--- config.mk ---
export PLATFORM = sky130hd
export DESIGN_NAME = text_cell_to_ansi_utf8
export DESIGN_NICKNAME = d
export VERILOG_FILES = /design/src/tcau_pkg.sv /design/src/tcau_front.sv /design/src/tcau_fifo.sv /design/src/tcau_back.sv /design/src/text_cell_to_ansi_utf8.sv
export SDC_FILE = /design/constraint.sdc
export NUM_CORES = 1
export LEC_CHECK = 0
export BUFFER_PORTS_ARGS = -buffer_cell sky130_fd_sc_hd__buf_2
export CORE_MARGIN = 5
export CORE_UTILIZATION = 63
export DETAILED_ROUTE_END_ITERATION = 12
export PLACE_DENSITY = 0.8
export SLEW_MARGIN = 20
export SYNTH_ARGS = -nofsm -noshare
export SYNTH_HDL_FRONTEND = slang
export SYNTH_SLANG_ARGS = --single-unit
--- constraint.sdc ---
create_clock -name i_clk -period 5 [get_ports i_clk]
set_input_delay 1 -clock i_clk [delete_from_list [all_inputs] [get_ports i_clk]]
set_output_delay 1 -clock i_clk [all_outputs]
set_load 0.005 [all_outputs]
--- src/tcau_pkg.sv ---
`timescale 1ns / 1ps
// ----------------------------------------------------------------------------
// tcau_pkg
// Shared types, constants and the CP437 glyph table for the text cell to
// ANSI/UTF-8 converter.
// ----------------------------------------------------------------------------
package tcau_pkg;

    // Request codes
    typedef enum logic [1:0] {
        REQ_START  = 2'd0,
        REQ_CELL   = 2'd1,
        REQ_FINISH = 2'd2,
        REQ_NONE   = 2'd3
    } t_req;

    // Segment slots of a job, emitted in slot order
    localparam int unsigned SEG_FG    = 0;
    localparam int unsigned SEG_BOLD  = 1;
    localparam int unsigned SEG_BG    = 2;
    localparam int unsigned SEG_BLINK = 3;
    localparam int unsigned SEG_GLYPH = 4;
    localparam int unsigned SEG_EOL   = 5;
    localparam int unsigned SEG_RST   = 6;
    localparam int unsigned SEG_NL    = 7;
    localparam int unsigned NUM_SEG   = 8;

    localparam logic [7:0] CH_ESC = 8'h1B;
    localparam logic [7:0] CH_LBR = 8'h5B;
    localparam logic [7:0] CH_M   = 8'h6D;
    localparam logic [7:0] CH_NL  = 8'h0A;
    localparam logic [7:0] CH_0   = 8'h30;

    localparam logic [3:0] COLOR_UNKNOWN = 4'd8;
    localparam logic [1:0] LEVEL_UNKNOWN = 2'd2;
    localparam logic [6:0] LINE_WIDTH_RESET = 7'd80;

    // One classified item handed from front to back
    typedef struct packed {
        logic [NUM_SEG-1:0] mask;      // segments to emit
        logic [3:0][7:0]    sgr_tens;  // tens digit of each attribute code
        logic [3:0][7:0]    sgr_ones;  // ones digit of each attribute code
        logic [3:0]         sgr_two;   // code has two digits
        logic [2:0][7:0]    glyph;     // UTF-8 bytes, first at index 0
        logic [1:0]         glyph_len; // 1..3
    } t_job;

    // CGA color index to ANSI color number
    localparam logic [2:0] CGA_MAP [8] = '{3'd0, 3'd4, 3'd2, 3'd6, 3'd1, 3'd5, 3'd3, 3'd7};

    localparam logic [15:0] GLYPH [256] = '{
        16'h0020, 16'h263a, 16'h263b, 16'h2665, 16'h2666, 16'h2663, 16'h2660, 16'h2022,
        16'h25d8, 16'h25cb, 16'h25d9, 16'h2642, 16'h2640, 16'h266a, 16'h266b, 16'h263c,
        16'h25ba, 16'h25c4, 16'h2195, 16'h203c, 16'h00b6, 16'h00a7, 16'h25ac, 16'h21a8,
        16'h2191, 16'h2193, 16'h2192, 16'h2190, 16'h221f, 16'h2194, 16'h25b2, 16'h25bc,
        16'h0020, 16'h0021, 16'h0022, 16'h0023, 16'h0024, 16'h0025, 16'h0026, 16'h0027,
        16'h0028, 16'h0029, 16'h002a, 16'h002b, 16'h002c, 16'h002d, 16'h002e, 16'h002f,
        16'h0030, 16'h0031, 16'h0032, 16'h0033, 16'h0034, 16'h0035, 16'h0036, 16'h0037,
        16'h0038, 16'h0039, 16'h003a, 16'h003b, 16'h003c, 16'h003d, 16'h003e, 16'h003f,
        16'h0040, 16'h0041, 16'h0042, 16'h0043, 16'h0044, 16'h0045, 16'h0046, 16'h0047,
        16'h0048, 16'h0049, 16'h004a, 16'h004b, 16'h004c, 16'h004d, 16'h004e, 16'h004f,
        16'h0050, 16'h0051, 16'h0052, 16'h0053, 16'h0054, 16'h0055, 16'h0056, 16'h0057,
        16'h0058, 16'h0059, 16'h005a, 16'h005b, 16'h005c, 16'h005d, 16'h005e, 16'h005f,
        16'h0060, 16'h0061, 16'h0062, 16'h0063, 16'h0064, 16'h0065, 16'h0066, 16'h0067,
        16'h0068, 16'h0069, 16'h006a, 16'h006b, 16'h006c, 16'h006d, 16'h006e, 16'h006f,
        16'h0070, 16'h0071, 16'h0072, 16'h0073, 16'h0074, 16'h0075, 16'h0076, 16'h0077,
        16'h0078, 16'h0079, 16'h007a, 16'h007b, 16'h007c, 16'h007d, 16'h007e, 16'h2302,
        16'h00c7, 16'h00fc, 16'h00e9, 16'h00e2, 16'h00e4, 16'h00e0, 16'h00e5, 16'h00e7,
        16'h00ea, 16'h00eb, 16'h00e8, 16'h00ef, 16'h00ee, 16'h00ec, 16'h00c4, 16'h00c5,
        16'h00c9, 16'h00e6, 16'h00c6, 16'h00f4, 16'h00f6, 16'h00f2, 16'h00fb, 16'h00f9,
        16'h00ff, 16'h00d6, 16'h00dc, 16'h00a2, 16'h00a3, 16'h00a5, 16'h20a7, 16'h0192,
        16'h00e1, 16'h00ed, 16'h00f3, 16'h00fa, 16'h00f1, 16'h00d1, 16'h00aa, 16'h00ba,
        16'h00bf, 16'h2310, 16'h00ac, 16'h00bd, 16'h00bc, 16'h00a1, 16'h00ab, 16'h00bb,
        16'h2591, 16'h2592, 16'h2593, 16'h2502, 16'h2524, 16'h2561, 16'h2562, 16'h2556,
        16'h2555, 16'h2563, 16'h2551, 16'h2557, 16'h255d, 16'h255c, 16'h255b, 16'h2510,
        16'h2514, 16'h2534, 16'h252c, 16'h251c, 16'h2500, 16'h253c, 16'h255e, 16'h255f,
        16'h255a, 16'h2554, 16'h2569, 16'h2566, 16'h2560, 16'h2550, 16'h256c, 16'h2567,
        16'h2568, 16'h2564, 16'h2565, 16'h2559, 16'h2558, 16'h2552, 16'h2553, 16'h256b,
        16'h256a, 16'h2518, 16'h250c, 16'h2588, 16'h2584, 16'h258c, 16'h2590, 16'h2580,
        16'h03b1, 16'h00df, 16'h0393, 16'h03c0, 16'h03a3, 16'h03c3, 16'h00b5, 16'h03c4,
        16'h03a6, 16'h0398, 16'h03a9, 16'h03b4, 16'h221e, 16'h03c6, 16'h03b5, 16'h2229,
        16'h2261, 16'h00b1, 16'h2265, 16'h2264, 16'h2320, 16'h2321, 16'h00f7, 16'h2248,
        16'h00b0, 16'h2219, 16'h00b7, 16'h221a, 16'h207f, 16'h00b2, 16'h25a0, 16'h00a0
    };

endpackage

--- src/tcau_front.sv ---
`timescale 1ns / 1ps
// ----------------------------------------------------------------------------
// tcau_front
// Classifies each accepted word, tracks the attributes last sent and the
// column, and builds a job of segments for the back end.
// ----------------------------------------------------------------------------
module tcau_front (
    input  logic              i_clk,
    input  logic              i_rst_n,
    input  logic              i_accept,
    input  logic [1:0]        i_req_type,
    input  logic [7:0]        i_char_code,
    input  logic [7:0]        i_attr,
    input  logic [6:0]        i_line_width,
    output logic              o_push,
    output tcau_pkg::t_job    o_job
);

    logic [3:0] r_fg, n_fg, r_bg, n_bg;
    logic [1:0] r_bold, n_bold, r_blink, n_blink;
    logic [6:0] r_col, n_col;

    logic [2:0]  fg, bg;
    logic        bo, bl;
    logic [15:0] cp;
    logic [6:0]  col_inc, width;
    logic        eol;

    assign fg = i_attr[2:0];
    assign bo = i_attr[3];
    assign bg = i_attr[6:4];
    assign bl = i_attr[7];
    assign cp = tcau_pkg::GLYPH[i_char_code];
    assign width   = (i_line_width == 7'd0) ? 7'd1 : i_line_width;
    assign col_inc = r_col + 7'd1;
    assign eol     = (col_inc == 7'd0) || (col_inc >= width);

    // Classify the word and compute next tracking state
    always_comb begin
        n_fg    = r_fg;
        n_bg    = r_bg;
        n_bold  = r_bold;
        n_blink = r_blink;
        n_col   = r_col;
        o_job   = '0;
        o_push  = 1'b0;

        // attribute codes: fg 3x, bold 22/1, bg 4x, blink 25/5
        o_job.sgr_tens[tcau_pkg::SEG_FG]    = 8'h33;
        o_job.sgr_ones[tcau_pkg::SEG_FG]    = tcau_pkg::CH_0 + {5'd0, tcau_pkg::CGA_MAP[fg]};
        o_job.sgr_two[tcau_pkg::SEG_FG]     = 1'b1;
        o_job.sgr_tens[tcau_pkg::SEG_BOLD]  = 8'h32;
        o_job.sgr_ones[tcau_pkg::SEG_BOLD]  = bo ? 8'h31 : 8'h32;
        o_job.sgr_two[tcau_pkg::SEG_BOLD]   = !bo;
        o_job.sgr_tens[tcau_pkg::SEG_BG]    = 8'h34;
        o_job.sgr_ones[tcau_pkg::SEG_BG]    = tcau_pkg::CH_0 + {5'd0, tcau_pkg::CGA_MAP[bg]};
        o_job.sgr_two[tcau_pkg::SEG_BG]     = 1'b1;
        o_job.sgr_tens[tcau_pkg::SEG_BLINK] = 8'h32;
        o_job.sgr_ones[tcau_pkg::SEG_BLINK] = 8'h35;
        o_job.sgr_two[tcau_pkg::SEG_BLINK]  = !bl;

        // UTF-8 encode the code point
        if (cp < 16'h0080) begin
            o_job.glyph[0]  = cp[7:0];
            o_job.glyph_len = 2'd1;
        end else if (cp < 16'h0800) begin
            o_job.glyph[0]  = 8'hC0 | {3'd0, cp[10:6]};
            o_job.glyph[1]  = 8'h80 | {2'd0, cp[5:0]};
            o_job.glyph_len = 2'd2;
        end else begin
            o_job.glyph[0]  = 8'hE0 | {4'd0, cp[15:12]};
            o_job.glyph[1]  = 8'h80 | {2'd0, cp[11:6]};
            o_job.glyph[2]  = 8'h80 | {2'd0, cp[5:0]};
            o_job.glyph_len = 2'd3;
        end

        unique case (tcau_pkg::t_req'(i_req_type))
            tcau_pkg::REQ_START: begin
                o_push = 1'b1;
                o_job.mask[tcau_pkg::SEG_RST] = 1'b1;
                o_job.mask[tcau_pkg::SEG_NL]  = 1'b1;
                n_fg = tcau_pkg::COLOR_UNKNOWN; n_bg = tcau_pkg::COLOR_UNKNOWN;
                n_bold = tcau_pkg::LEVEL_UNKNOWN; n_blink = tcau_pkg::LEVEL_UNKNOWN;
                n_col = 7'd0;
            end
            tcau_pkg::REQ_CELL: begin
                o_push = 1'b1;
                o_job.mask[tcau_pkg::SEG_FG]    = ({1'b0, fg} != r_fg);
                o_job.mask[tcau_pkg::SEG_BOLD]  = ({1'b0, bo} != r_bold);
                o_job.mask[tcau_pkg::SEG_BLINK] = ({1'b0, bl} != r_blink);
                o_job.mask[tcau_pkg::SEG_BG]    = ({1'b0, bg} != r_bg);
                o_job.mask[tcau_pkg::SEG_GLYPH] = 1'b1;
                o_job.mask[tcau_pkg::SEG_EOL]   = eol;
                n_fg    = {1'b0, fg};
                n_bold  = {1'b0, bo};
                n_blink = {1'b0, bl};
                n_bg    = eol ? tcau_pkg::COLOR_UNKNOWN : {1'b0, bg};
                n_col   = eol ? 7'd0 : col_inc;
            end
            tcau_pkg::REQ_FINISH: begin
                o_push = 1'b1;
                o_job.mask[tcau_pkg::SEG_EOL] = (r_col != 7'd0);
                o_job.mask[tcau_pkg::SEG_RST] = 1'b1;
                n_fg = tcau_pkg::COLOR_UNKNOWN; n_bg = tcau_pkg::COLOR_UNKNOWN;
                n_bold = tcau_pkg::LEVEL_UNKNOWN; n_blink = tcau_pkg::LEVEL_UNKNOWN;
                n_col = 7'd0;
            end
            default: begin
                o_push = 1'b0;
            end
        endcase
        o_push = o_push && i_accept;
    end

    // Hold tracking state, advance on accept
    always_ff @(posedge i_clk) begin
        if (!i_rst_n) begin
            r_fg    <= tcau_pkg::COLOR_UNKNOWN;
            r_bg    <= tcau_pkg::COLOR_UNKNOWN;
            r_bold  <= tcau_pkg::LEVEL_UNKNOWN;
            r_blink <= tcau_pkg::LEVEL_UNKNOWN;
            r_col   <= 7'd0;
        end else if (i_accept) begin
            r_fg    <= n_fg;
            r_bg    <= n_bg;
            r_bold  <= n_bold;
            r_blink <= n_blink;
            r_col   <= n_col;
        end
    end

endmodule

--- src/tcau_fifo.sv ---
`timescale 1ns / 1ps
// ----------------------------------------------------------------------------
// tcau_fifo
// Two-entry job queue between the front and back ends.
// ----------------------------------------------------------------------------
module tcau_fifo (
    input  logic           i_clk,
    input  logic           i_rst_n,
    input  logic           i_push,
    input  tcau_pkg::t_job i_job,
    input  logic           i_pop,
    output logic           o_full,
    output logic           o_empty,
    output tcau_pkg::t_job o_job
);

    tcau_pkg::t_job r_mem [2];
    logic           r_wr, r_rd;
    logic [1:0]     r_cnt;

    assign o_full  = (r_cnt == 2'd2);
    assign o_empty = (r_cnt == 2'd0);
    assign o_job   = r_mem[r_rd];

    // Store pushed jobs
    always_ff @(posedge i_clk) begin
        if (i_push) begin
            r_mem[r_wr] <= i_job;
        end
    end

    // Advance pointers and count
    always_ff @(posedge i_clk) begin
        if (!i_rst_n) begin
            r_wr  <= 1'b0;
            r_rd  <= 1'b0;
            r_cnt <= 2'd0;
        end else begin
            if (i_push) r_wr <= !r_wr;
            if (i_pop)  r_rd <= !r_rd;
            r_cnt <= r_cnt + {1'b0, i_push} - {1'b0, i_pop};
        end
    end

endmodule

--- src/tcau_back.sv ---
`timescale 1ns / 1ps
// ----------------------------------------------------------------------------
// tcau_back
// Walks the segments of the head job and emits one byte per cycle into
// the output register while a job is queued and the output is not stalled.
// ----------------------------------------------------------------------------
module tcau_back (
    input  logic           i_clk,
    input  logic           i_rst_n,
    input  logic           i_empty,
    input  tcau_pkg::t_job i_job,
    output logic           o_pop,
    output logic           o_valid,
    input  logic           i_ready,
    output logic [7:0]     o_out_byte,
    output logic           o_last
);

    logic [tcau_pkg::NUM_SEG-1:0] r_done, n_done;
    logic [2:0] r_pos, n_pos;
    logic       r_valid;
    logic [7:0] r_byte, n_byte;
    logic       r_last, n_last;

    logic [tcau_pkg::NUM_SEG-1:0] left;
    logic [2:0] seg, len;
    logic       step, seg_end, any;

    assign left    = i_job.mask & ~r_done;
    assign step    = !i_empty && (!r_valid || i_ready);
    assign o_valid = r_valid;
    assign o_out_byte = r_byte;
    assign o_last  = r_last;

    // Pick the current segment and its byte
    always_comb begin
        seg = 3'd0;
        any = 1'b0;
        for (int i = tcau_pkg::NUM_SEG - 1; i >= 0; i--) begin
            if (left[i]) begin
                seg = 3'(i);
                any = 1'b1;
            end
        end
        n_byte = tcau_pkg::CH_ESC;
        len    = 3'd1;
        if (seg < 3'd4) begin
            len = i_job.sgr_two[seg[1:0]] ? 3'd5 : 3'd4;
            unique case (r_pos)
                3'd0: n_byte = tcau_pkg::CH_ESC;
                3'd1: n_byte = tcau_pkg::CH_LBR;
                3'd2: n_byte = i_job.sgr_two[seg[1:0]] ? i_job.sgr_tens[seg[1:0]]
                                                       : i_job.sgr_ones[seg[1:0]];
                3'd3: n_byte = i_job.sgr_two[seg[1:0]] ? i_job.sgr_ones[seg[1:0]]
                                                       : tcau_pkg::CH_M;
                default: n_byte = tcau_pkg::CH_M;
            endcase
        end else if (seg == 3'(tcau_pkg::SEG_GLYPH)) begin
            len = {1'b0, i_job.glyph_len};
            unique case (r_pos)
                3'd0:    n_byte = i_job.glyph[0];
                3'd1:    n_byte = i_job.glyph[1];
                default: n_byte = i_job.glyph[2];
            endcase
        end else if (seg == 3'(tcau_pkg::SEG_EOL)) begin
            len = 3'd6;
            unique case (r_pos)
                3'd0:    n_byte = tcau_pkg::CH_ESC;
                3'd1:    n_byte = tcau_pkg::CH_LBR;
                3'd2:    n_byte = 8'h34;
                3'd3:    n_byte = 8'h39;
                3'd4:    n_byte = tcau_pkg::CH_M;
                default: n_byte = tcau_pkg::CH_NL;
            endcase
        end else if (seg == 3'(tcau_pkg::SEG_RST)) begin
            len = 3'd4;
            unique case (r_pos)
                3'd0:    n_byte = tcau_pkg::CH_ESC;
                3'd1:    n_byte = tcau_pkg::CH_LBR;
                3'd2:    n_byte = tcau_pkg::CH_0;
                default: n_byte = tcau_pkg::CH_M;
            endcase
        end else begin
            len    = 3'd1;
            n_byte = tcau_pkg::CH_NL;
        end

        seg_end = (r_pos == len - 3'd1);
        n_done  = r_done;
        n_pos   = r_pos + 3'd1;
        if (seg_end) begin
            n_done[seg] = 1'b1;
            n_pos = 3'd0;
        end
        n_last = seg_end && ((left & ~(tcau_pkg::NUM_SEG'(1) << seg)) == '0);
        o_pop  = step && any && n_last;
        if (o_pop) begin
            n_done = '0;
        end
    end

    // Advance the walk, load the output register
    always_ff @(posedge i_clk) begin
        if (!i_rst_n) begin
            r_done  <= '0;
            r_pos   <= 3'd0;
            r_valid <= 1'b0;
        end else begin
            if (step) begin
                r_done  <= n_done;
                r_pos   <= n_pos;
                r_valid <= 1'b1;
            end else if (i_ready) begin
                r_valid <= 1'b0;
            end
        end
    end

    always_ff @(posedge i_clk) begin
        if (step) begin
            r_byte <= n_byte;
            r_last <= n_last;
        end
    end

endmodule

--- src/text_cell_to_ansi_utf8.sv ---
`timescale 1ns / 1ps
// ----------------------------------------------------------------------------
// text_cell_to_ansi_utf8
// Converts CP437 text cells with CGA attributes into an ANSI/UTF-8 byte
// stream.
// ----------------------------------------------------------------------------
// The output carries one byte per cycle while the receiver is ready: a
// plain cell has 1 to 3 bytes, up to 29 with four attribute changes and a
// line end; start has 5 bytes and finish 4 or 10. The front end classifies
// an accepted word combinationally and queues up to two classified jobs, so
// input and output stall independently; the output byte register sets the rate.
// line_width may be written any time the block is idle.
module text_cell_to_ansi_utf8 (
    input  logic       i_clk,
    input  logic       i_rst_n,
    input  logic       i_valid,
    output logic       o_ready,
    input  logic [1:0] i_req_type,
    input  logic [7:0] i_char_code,
    input  logic [7:0] i_attr,
    output logic       o_valid,
    input  logic       i_ready,
    output logic [7:0] o_out_byte,
    output logic       o_last,
    input  logic       i_cfg_valid,
    output logic       o_cfg_ready,
    input  logic [6:0] i_cfg_line_width
);

    logic [6:0]     r_line_width;
    logic           full, empty, push, pop, accept;
    tcau_pkg::t_job f_job, q_job;

    assign o_ready     = !full;
    assign o_cfg_ready = 1'b1;
    assign accept      = i_valid && !full;

    // Hold the line width register
    always_ff @(posedge i_clk) begin
        if (!i_rst_n) begin
            r_line_width <= tcau_pkg::LINE_WIDTH_RESET;
        end else if (i_cfg_valid) begin
            r_line_width <= i_cfg_line_width;
        end
    end

    tcau_front u_front (
        .i_clk        (i_clk),
        .i_rst_n      (i_rst_n),
        .i_accept     (accept),
        .i_req_type   (i_req_type),
        .i_char_code  (i_char_code),
        .i_attr       (i_attr),
        .i_line_width (r_line_width),
        .o_push       (push),
        .o_job        (f_job)
    );

    tcau_fifo u_fifo (
        .i_clk   (i_clk),
        .i_rst_n (i_rst_n),
        .i_push  (push),
        .i_job   (f_job),
        .i_pop   (pop),
        .o_full  (full),
        .o_empty (empty),
        .o_job   (q_job)
    );

    tcau_back u_back (
        .i_clk      (i_clk),
        .i_rst_n    (i_rst_n),
        .i_empty    (empty),
        .i_job      (q_job),
        .o_pop      (pop),
        .o_valid    (o_valid),
        .i_ready    (i_ready),
        .o_out_byte (o_out_byte),
        .o_last     (o_last)
    );

endmodule

==> results of run 1 <==
-- cells in the mapped netlist, types with 16 or more instances --
master / instances / area share
mux2i_1: 39 / 0.043
nor3_1: 21 / 0.012
o21ai_0: 54 / 0.030
a31oi_1: 20 / 0.014
dfxtp_1: 41 / 0.091
buf_2: 20 / 0.011
nand2_1: 71 / 0.030
nor2b_1: 16 / 0.011
nand2b_1: 18 / 0.012
inv_1: 35 / 0.015
ha_1: 35 / 0.049
a21oi_1: 56 / 0.031
o211ai_1: 17 / 0.014
clkbuf_1: 43 / 0.018
edfxtp_1: 89 / 0.30
nor2_1: 107 / 0.045
nand3_1: 26 / 0.014
o221ai_1: 16 / 0.016
-- cell usage in the layout (no fill, tap or decap), types with 5 or more instances in the layout --
cell type,instances
and3_1,5
o22a_1,5
nor2b_1,16
nand2b_1,18
nor3b_1,6
and2_1,11
dfxtp_1,40
a211oi_1,14
o31ai_1,5
xor2_1,12
clkinv_4,5
nor2_1,106
or3_1,6
clkbuf_16,17
mux2i_1,39
o221ai_1,16
o21a_1,9
a311oi_1,5
or2_2,7
o311ai_0,7
buf_4,20
nor3_1,21
o22ai_1,8
xnor2_1,9
ha_1,35
mux2_2,9
nand3_1,26
o211ai_1,17
a21oi_1,56
a22oi_1,14
o21ai_0,54
edfxtp_1,89
a31oi_1,20
nand2_1,71
inv_1,35
buf_2,40
-- flip-flops by register name, indices dropped and copies added (netlist names), named ones only --
register	flops
r_line_width	7
u_back.r_pos	3
u_front.r_blink	2
u_front.r_bold	1
u_fifo.r_rd	1
u_front.r_bg	4
u_back.o_valid	1
u_front.r_col	7
u_front.r_fg	3
u_back.r_done	8
u_back.o_last	1
u_back.o_out_byte	8
u_fifo.r_mem	80
u_fifo.r_cnt	2
u_fifo.r_wr	1
-- area by class of cell --
cell class	count	area share
clock buffer	19	0.04396
sequential	130	0.3549
tap	180	0.02287
inverter	38	0.01449
clock inverter	12	0.01385
timing repair buffer	61	0.03761
multi-input combinational	731	0.5123
-- metrics by stage --
| stage | worst slack, ps | power [mW] | utilization |
|---|---|---|---|
| 2_1_floorplan | 963.6 | 1.764 | - |
| 3_3_place_gp | 802.4 | 1.934 | 0.6658 |
| 3_5_place_dp | 613.6 | 1.944 | 0.6658 |
| 4_1_cts | 501.3 | 3.127 | 0.7067 |
| 5_1_grt | 198.0 | 3.257 | 0.7067 |
| 6_report | 434.6 | 3.128 | 0.7067 |
-- where the power goes --
| group | internal [mW] | switching [mW] | total (mW) | leakage, nW |
|---|---|---|---|---|
| registers | 1.24 | 0.0340 | 1.28 | 1.16 |
| clock network | 0.732 | 0.450 | 1.18 | 0.271 |
| logic | 0.238 | 0.431 | 0.669 | 2.19 |
| total | 2.21 | 0.915 | 3.13 | 3.62 |
-- worst max-delay path, delay by kind of cell (launching register included) --
family / cells / cell delay (ps)
mux: 1 / 430
fa+ha+maj: 3 / 670
buf+inv: 1 / 60
compound gates: 2 / 460
flops: 1 / 700
xor+xnor: 3 / 500
simple gates: 7 / 1600
-- kinds of logic after synthesis --
| kind of cell | Yosys count | share of synthesized area |
|---|---|---|
| AOI/OAI and AO/OA | 295 | 0.2367 |
| xor gates and xnor gates | 21 | 0.02040 |
| adders and majority gates | 35 | 0.04856 |
| buffers and inverters | 111 | 0.05411 |
| DFF | 130 | 0.3874 |
| muxes | 59 | 0.07701 |
| other | 1 | 0.0004159 |
| and+or+nand+nor | 320 | 0.1754 |
-- worst paths after layout --
check                                        to  slack [ps]  depth (start not counted)
worst min-delay path            u_front.r_fg[0]         460                          2
worst max register to register  u_fifo.r_cnt[1]         430                         17
worst max-delay path            u_fifo.r_cnt[1]         430                         17
worst min register to register  u_front.r_fg[0]         460                          2
-- metal layers --
layer | share of wire | vias to the layer above | routed length, um | track usage
li1 | - | 3660 | - | -
met1 | 0.42 | 3725 | 10300 | 0.4152
met2 | 0.45 | 478 | 11070 | 0.4522
met3 | 0.089 | 77 | 2161 | 0.05647
met4 | 0.036 | 0 | 880 | 0.1180
met5 | 0 | - | 0 | 0
==> metrics.md, run 1 <==
| Metric | Value |
|---|---|
| Die H | between 100 and 150 um |
| Final hold vios | 0 |
| Postcts setup bufs | 0 |
| Crit start category | register |
| Syn. warnings | 0 |
| Crit path kind | reg2reg |
| Drt pass-1 iters | 8 |
| Worst Path Arrival | 4840 ps |
| Die Footprint | between 15000 and 20000 um2 |
| HP Start | u_front.r_fg[0] |
| Clock slew at reported path FFs | around 60 ps |
| Final GP Congestion | about 1.0 |
| Drc violations | 0 |
| Worst-Margin Slew | between 900 and 1000 ps |
| CP max stage delay | roughly 700 ps |
| Clock insertion delay at the later pin of the skew report | between 400 and 500 ps |
| Period Utilization, post-route | 0.9131 |
| Syn nets | 1037 |
| Post-DP HPWL | about 17 mm |
| Worst EP required | 5280 ps |
| Nets@finish | roughly 1000 |
| CP endpoint kind | register |
| Avg Inst Size Synth | about 9 um2 |
| Worst Hold Class | reg2reg |
| Largest net degree at the start of global routing | between 40 and 50 |
| LEAKAGE | roughly 3.6 nW |
| Vias in the first global route | between 7000 and 8000 |
| CP Max Fanout | 19 |
| Port bufs | 40 |
| Antenna cells | 0 |
| Post-route antenna net violation count | 0 |
| Synth Flop Type | edfxtp_1 |
| Post-synthesis sequential area ratio | 0.3874 |
| FP Rows | 43 |
| RSZ-0062 raised after global routing | no |
| Final setup vio count | 0 |
| Count of cell types in the netlist | a little over 90 |
| Placed insts | 1140 |
| Initial antenna violation count | 0 |
| First-pass GRT wire length | approximately 39 mm |
| CP max stage cell | dfxtp_2 |
| Post-Layout Cell Count | roughly 1200 |
| Area Growth Syn to Fin | 9.199% |
| # fillers | about 1100 |
| Minimum clock period | around 4600 ps |
| Post_cts resized | 0 |
| Setup TNS Final | 0 ps |
| CTS root buf | clkbuf_16 |
| Clock sinks | 130 |
| Core area | roughly 14000 um2 |
| GRT Total Usage | 0.2954 |
| Routed vias/inst | around 6.8 |
| Syn Std Cell Area | 9017 um2 |
| Number of synthesized flops with an enable pin | 89 |
| CTS tree | done |
| Cts bufs inserted | 17 |
| Power Density | around 320 nW/um2 |
| Reg area | roughly 3500 um2 |
| Hold-fix buffers, CTS | 0 |
| Initial DRC count | about 1200 |
| Max-cap violations | 0 |
| I/O Pins | 42 |
| Post-Place Cell Area | 9278 um2 |
| Share of layout cells above drive strength 1 | 0.1473 |
| Footprint of the multi-input gates | 5045 um2 |
| Post-Syn Instances | about 970 |
| Relative slew slack | 0.3523 |
| Worst vdd ir | about 0.24 mV |
| H-tree levels | 4 |
| Die W | about 130 um |
| CP dominant cell by count | ha_1 |
| GR Overflow Total | 0 |
| Routed via count | just under 8000 |
| Outcome | finished clean |
| Ys async rst share | 0 |
| #FFs+latches synth | 130 |
| Crit-path cells | mux2i_2 > o22ai_2 > or2_1 > nor2_1 > o21ai_0 > ha_1 > xor2_1 > and3_4 > nor3_4 > nand4_2 > nor2_4 > ha_1 > inv_1 > ha_1 > xor2_1 > xnor2_1 > nor2_1 |
| Slew Limit Fails | 0 |
| FMAX | 219.0 MHz |
| Post-Route WL | 24.41 mm |
| Final Cell Area | slightly below 10000 um2 |
| Initial Util | 0.6471 |
| CTS max path bufs | 2 |
| Clock Skew | between 6 and 7 ps |
| DR WL/cell | 20.85 um |
| Worst hold slack | 463.8 ps |
Power figures use the tool's default switching activity.
==> run 2: changes to the inputs <==
Settings changed: ABC_AREA from default to 1, CORE_UTILIZATION 63 to 62.
==> run 2 against run 1 <==
  * Clock-buffer cell count fell by 2
  * Synthesized area is 8.0% lower
  * Global-route usage up 2.5 points
  * Worst setup slack better by 490 ps
  * Wire length grew 4.2%
  * Flip-flop and latch count is the same
  * Largest cell class unchanged
==> metrics.md, run 2 <==
| Metric | Value |
|---|---|
| # fillers | 1060 (-1.0%) |
| Most frequent cells in the layout | 200 x nand2_1, 143 x inv_1, 115 x nor2_1 |
| Post-Route WL | 25.43 mm (+4.2%) |
| Relative slew slack | 0.3593 (+0.006982) |
| Syn nets | 1140 (+9.9%) |
| Count of cell types in the netlist | 59 (-37%) |
| CTS root buf | clkbuf_16 |
| Max-cap violations | 0 (unchanged) |
| Die Footprint | 15800 um2 (-6.0%) |
| Worst-Margin Slew | 953.8 ps (-17.81 ps) |
| Minimum clock period | 4078 ps (-487.9 ps) |
| Syn Std Cell Area | 8300 um2 (-8.0%) |
| Worst Hold Class | reg2reg |
| Vias in the first global route | 7726 (+6.0%) |
| First-pass GRT wire length | 40.24 mm (+3.2%) |
| LEAKAGE | 3.949 nW (+9.2%) |
| Commonest non-fill, non-tap cell in the layout | nand2_1 |
| Postcts setup bufs | 0 (unchanged) |
| Slew Limit Fails | 0 (unchanged) |
| Count leader, synth | nand2_1 |
| FMAX | 245.2 MHz (+12%) |
| Reg area | 3493 um2 (about the same) |
| Nets@finish | 1177 (+13%) |
| Outcome | finished clean |
| CTS tree | done |
| #FFs+latches synth | 130 (unchanged) |
| DR WL/cell | 19.55 um (-6.2%) |
| Initial antenna violation count | 0 (unchanged) |
| CTS max path bufs | 2 (unchanged) |
| Final WS setup | 922.5 ps (+487.9 ps) |
| Largest Register | u_fifo.r_mem |
| Worst Path Arrival | 4430 ps (-410 ps) |
| Reg2reg setup slack | 920 ps (+490 ps) |
| Footprint of the multi-input gates | 4081 um2 (-19%) |
| Port bufs | 40 (unchanged) |
| FP Rows | 42 (-2.3%) |
| Hold-fix buffers, CTS | 0 (unchanged) |
| Worst vdd ir | 0.2359 mV (about the same) |
| CP endpoint kind | register |
| Routed via count | 8215 (+3.5%) |
| Period Utilization, post-route | 0.8155 (-0.09757) |
| Initial Util | 0.6293 (-0.01783) |
| Placed insts | 1269 (+11%) |
| Pre-CTS setup slack | 1052 ps (+437.9 ps) |
| Clock Skew | 8.507 ps (+1.843 ps) |
| Area leader, netlist | edfxtp_1 |
| Die H | 125.7 um (-3.0%) |
| H-tree levels | 4 (unchanged) |
| Avg Inst Size Synth | 7.721 um2 (-17%) |
| Post-synthesis sequential area ratio | 0.4209 (+0.03346) |
| GR Overflow Total | 0 (unchanged) |
| Number of synthesized flops with an enable pin | 89 (unchanged) |
| Clock insertion delay at the later pin of the skew report | 420 ps (about the same) |
| Total design power | 3.052 mW (-2.4%) |
| Crit start category | register |
| CP Max Fanout | 18 (-1) |
| Area Growth Syn to Fin | 11.62% |
| Post-Syn Instances | 1075 (+11%) |
| Worst hold slack | 455.9 ps (-7.929 ps) |
| Top post-synthesis cells by area | edfxtp_1 32%, dfxtp_1 9.9%, nand2_1 9.0%, inv_1 6.5%, a21oi_1 5.5% |
| Post-Layout Cell Count | 1301 (+11%) |
| Power Density | 329.4 nW/um2 (+3.7%) |
| Largest net degree at the start of global routing | 41 (-6.8%) |
| Core area | 13190 um2 (-5.3%) |
| Synth top area share | 0.3220 (+0.02560) |
| Final GP Congestion | 1.037 (+2.2%) |
| Routed vias/inst | 6.314 (-6.9%) |
| Setup TNS Final | 0 ps (unchanged) |
| I/O Pins | 42 (unchanged) |
| Synth Flop Type | edfxtp_1 |
| Final hold vios | 0 (unchanged) |
| Drt pass-1 iters | 6 (-2) |
| Clock sinks | 130 (unchanged) |
| Post_cts resized | 0 (unchanged) |
| Commonest cells post-synth | 200 x nand2_1, 143 x inv_1, 117 x nor2_1 |
| Max reg flops | 80 (unchanged) |
| Worst EP required | 5360 ps (+80 ps) |
| Crit path kind | reg2reg |
| Post-DP HPWL | 17.96 mm (+7.1%) |
| Ys async rst share | 0 (unchanged) |
| Syn. warnings | 0 (unchanged) |
| Post-route antenna net violation count | 0 (unchanged) |
| Initial DRC count | 1386 (+12%) |
| Drc violations | 0 (unchanged) |
| Clock slew at reported path FFs | 60 ps (about the same) |
| Cts bufs inserted | 17 (unchanged) |
| Share of layout cells above drive strength 1 | 0.1084 (-0.03888) |
| Die W | 125.7 um (-3.0%) |
| GRT Total Usage | 0.3201 (+0.02469) |
| Antenna cells | 0 (unchanged) |
| Final setup vio count | 0 (unchanged) |
| RSZ-0062 raised after global routing | no |
==> run 2: changes by cell type in the layout (fill, tap and decap cells not counted), moves of 18 or more <==
cell      change
nand2_1     +129
inv_1       +108
mux2i_1      -37
o21ai_0      +35
a21oi_1      +34
nand3_1      +30
nand2b_1     -18
==> run 2: cells by family after synthesis <==
family / after synthesis / synth area share
DFF: 130 / 0.4209
buffers and inverters: 192 / 0.08969
AOI/OAI and AO/OA: 271 / 0.1943
adders and majority gates: 35 / 0.05276
xor gates and xnor gates: 14 / 0.01477
muxes: 2 / 0.002412
and+or+nand+nor: 430 / 0.2248
other: 1 / 0.0004518
==> run 2: path summary, 6_finish.rpt <==
path / startpoint / end / cells after the start
max: register / u_fifo.r_cnt[1] / 24
min reg2reg: u_back.r_done[1] / u_back.r_done[1] / 2
max reg2reg: register / u_fifo.r_cnt[1] / 24
min: u_back.r_done[1] / u_back.r_done[1] / 2
==> run 2: final cells by class <==
type / count / share of cell area
tap: 176 / 0.02377
clock buffer: 17 / 0.04591
clock inverter: 15 / 0.01580
timing repair buffer: 56 / 0.03457
inverter: 154 / 0.06239
sequential: 130 / 0.3770
multi-input combinational: 753 / 0.4405
==> run 2: routing by layer <==
metal	GRT usage	vias up	routed length, um
li1	-	3772	-
met1	0.4236	3720	10070
met2	0.4956	607	11500
met3	0.06097	116	2468
met4	0.1792	0	1393
met5	0	-	0
==> run 2: where the power goes <==
group	switching [mW]	total, mW	internal [mW]
clock	0.504	1.20	0.697
combinational	0.419	0.591	0.173
sequential	0.0271	1.26	1.23
==> run 2: metrics by stage <==
| step | instance area [um2] | utilization |
|---|---|---|
| finish | 9265 | 0.7024 |
| global route | 9265 | 0.7024 |
| CTS | 9265 | 0.7024 |
| detailed placement | 8693 | 0.6591 |
| global placement | 8693 | 0.6591 |
| floorplan | 8300 | - |
==> run 2: critical path: stages (launching register included) <==
cell and delay, ps:
dfxtp_1 720, inv_2 210, o21ai_1 400, nand2_4 130, a21oi_4 240, nand2_1 120, inv_2 100, nand2_2 90
nand2_1 80, inv_1 50, nand3_1 80, ha_1 170, xor2_1 140, inv_1 70, xor2_1 150, nand2_1 80
nor2_2 170, nand3_2 120, inv_1 70, ha_1 210, inv_1 60, ha_1 140, xor2_1 180, o21ai_0 100
a21oi_1 130
==> run 3: changes to the inputs <==
Clock period 5 ns to 4.15 ns, I/O delays scaled along.
==> run 3 against run 2 <==
  * Global-route usage down 0.20 points
  * Combinational power up 22%
  * Worst setup slack worse by 540 ps
  * Largest cell class unchanged
  * Non-clock buffer count up 18
  * Via count down 1.3%
  * Clock-buffer cell count unchanged
  * Sequential share of layout area down 0.95 points
  * Cell count up 1.4%
  * Wire length down 0.55%
  * Critical endpoint unchanged
  * Clock power up 43%
  * Final area up 2.6%
  * Highest routed layer unchanged
  * Worst hold slack better by 7.2 ps
==> metrics.md, run 3 (synthesized netlist as in run 2, its figures left out) <==
| Metric | Value |
|---|---|
| Outcome | finished clean |
| Crit path kind | reg2reg |
| Hold Path Sink | u_fifo.r_cnt[1] |
| CTS max path bufs | 2 (unchanged) |
| Hold Path Stages | 1 (-1) |
| Post-Layout Cell Count | 1319 (+1.4%) |
| Most frequent cells in the layout | 200 x nand2_1, 143 x inv_1, 115 x nor2_1 |
| First-pass GRT wire length | 40.29 mm (+0.12%) |
| Max-cap violations | 0 (unchanged) |
| HP Start | u_fifo.r_cnt[1] |
| FMAX | 265.5 MHz (+8.2%) |
| Share of layout cells above drive strength 1 | 0.1225 (+0.01404) |
| Pre-CTS setup slack | 328.3 ps (-723.2 ps) |
| Clock insertion delay at the later pin of the skew report | 420 ps (about the same) |
| Relative slew slack | 0.3992 (+0.03998) |
| Area Growth Syn to Fin | 14.55% |
| Clock slew at reported path FFs | 60 ps (about the same) |
| Postcts setup bufs | 0 (unchanged) |
| Worst vdd ir | 0.2838 mV (+20%) |
| Largest Register | u_fifo.r_mem |
| Reg2reg path depth | 26 (+8.3%) |
| Max reg flops | 80 (unchanged) |
| Post-route antenna net violation count | 0 (unchanged) |
| Placed insts | 1287 (+1.4%) |
| Hold-fix buffers, CTS | 0 (unchanged) |
| Post-Route WL | 25.29 mm (-0.55%) |
| Worst hold slack | 463.1 ps (+7.223 ps) |
| Initial Util | 0.6293 (unchanged) |
| Post-DP HPWL | 18.31 mm (+2.0%) |
| Drc violations | 0 (unchanged) |
| CP max stage delay | 500 ps (-220 ps) |
| RSZ-0062 raised after global routing | no |
| I/O Pins | 42 (unchanged) |
| Antenna cells | 0 (unchanged) |
| Power Density | 415.7 nW/um2 (+26%) |
| CP endpoint kind | register |
| Crit start category | register |
| DR WL/cell | 19.17 um (-1.9%) |
| Port bufs | 40 (unchanged) |
| Slew Limit Fails | 0 (unchanged) |
| Post-Place Cell Area | 8828 um2 (+1.6%) |
| Period Utilization, post-route | 0.9077 (+0.09221) |
| Reg2reg setup slack | 380 ps (-540 ps) |
| GRT Total Usage | 0.3181 (-0.002022) |
| Initial DRC count | 1394 (+0.58%) |
| Post-Route Utilization | 0.7208 (+0.01840) |
| Routed vias/inst | 6.146 (-2.7%) |
| Clock sinks | 130 (unchanged) |
| Largest net degree at the start of global routing | 29 (-29%) |
| Final setup vio count | 0 (unchanged) |
| R2R Path End | u_fifo.r_cnt[1] |
| Total design power | 3.953 mW (+30%) |
| Post_cts resized | 0 (unchanged) |
| Die W | 125.7 um (unchanged) |
| Worst EP required | 4500 ps (-860 ps) |
| Die H | 125.7 um (unchanged) |
| Reg area | 3495 um2 (about the same) |
| Nets@finish | 1195 (+1.5%) |
| Worst Hold Class | reg2reg |
| Vias in the first global route | 7696 (-0.39%) |
| CP Max Fanout | 16 (-2) |
| CP dominant cell by count | nand2_1 |
| Final Cell Area | 9508 um2 (+2.6%) |
| Final hold vios | 0 (unchanged) |
| Die Footprint | 15800 um2 (unchanged) |
| GR Overflow Total | 0 (unchanged) |
| Minimum clock period | 3767 ps (-310.5 ps) |
| Initial antenna violation count | 0 (unchanged) |
| Core area | 13190 um2 (unchanged) |
| Worst-Margin Slew | 897.8 ps (-55.95 ps) |
| Commonest non-fill, non-tap cell in the layout | nand2_1 |
| Footprint of the multi-input gates | 4081 um2 (unchanged) |
| LEAKAGE | 4.087 nW (+3.5%) |
| Routed via count | 8106 (-1.3%) |
| Setup TNS Final | 0 ps (unchanged) |
| CTS tree | done |
| Final GP Congestion | 1.115 (+7.4%) |
| # fillers | 1034 (-2.5%) |
| Clock Skew | 12.34 ps (+3.830 ps) |
| FP Rows | 42 (unchanged) |
| CTS root buf | clkbuf_16 |
| H-tree levels | 4 (unchanged) |
| Cts bufs inserted | 17 (unchanged) |
| CP max stage cell | dfxtp_2 |
| Worst Path Arrival | 4120 ps (-310 ps) |
| Drt pass-1 iters | 8 (+2) |
| Final WS setup | 383.0 ps (-539.5 ps) |
## run 3: changes by cell type in the layout (fill, tap and decap cells not counted), moves of 2 or more
cell,delta
clkinv_2,-2
buf_4,+18
clkinvlp_4,-2
bufinv_16,+5
inv_8,-2
## run 3: layer usage
metal	share of wire	track usage	wire, um
met1	0.40	0.4305	10080
met4	0.048	0.1480	1218
met3	0.097	0.05715	2443
met5	0	0	0
met2	0.46	0.4991	11550
## run 3: area by class of cell
cell class,instances,share of cell area
Inverter,154,0.06080
Tap cell,176,0.02316
Clock buffer,17,0.04474
Sequential cell,130,0.3675
Multi-Input combinational cell,753,0.4293
Timing Repair Buffer,74,0.04790
Clock inverter,15,0.02658
## run 3: how the worst max path moves through the flow
stage	slack, ps	depth (start not counted)	endpoint	from
6_report	380	26	u_fifo.r_cnt[1]	register
5_1_grt	9	26	u_fifo.r_cnt[1]	register
4_1_cts	230	26	u_fifo.r_cnt[1]	register
3_5_place_dp	330	26	u_fifo.r_cnt[1]	register
3_3_place_gp	440	25	u_fifo.r_cnt[1]	register
2_1_floorplan	100	5	u_fifo.r_mem[0][0]	i_req_type[0]
## run 3: power breakdown
group / leakage (nW) / internal [mW] / switching, mW
registers: 1.16 / 1.49 / 0.0326
clock network: 0.326 / 1.13 / 0.578
logic: 2.60 / 0.221 / 0.501
total: 4.09 / 2.84 / 1.11
## run 3: critical path, delay by kind of cell (launching register included)
family / cells / cell delay (ps)
flops: 1 / 500
compound gates: 2 / 230
simple gates: 14 / 1640
buf+inv: 4 / 320
xor+xnor: 3 / 480
fa+ha+maj: 3 / 530
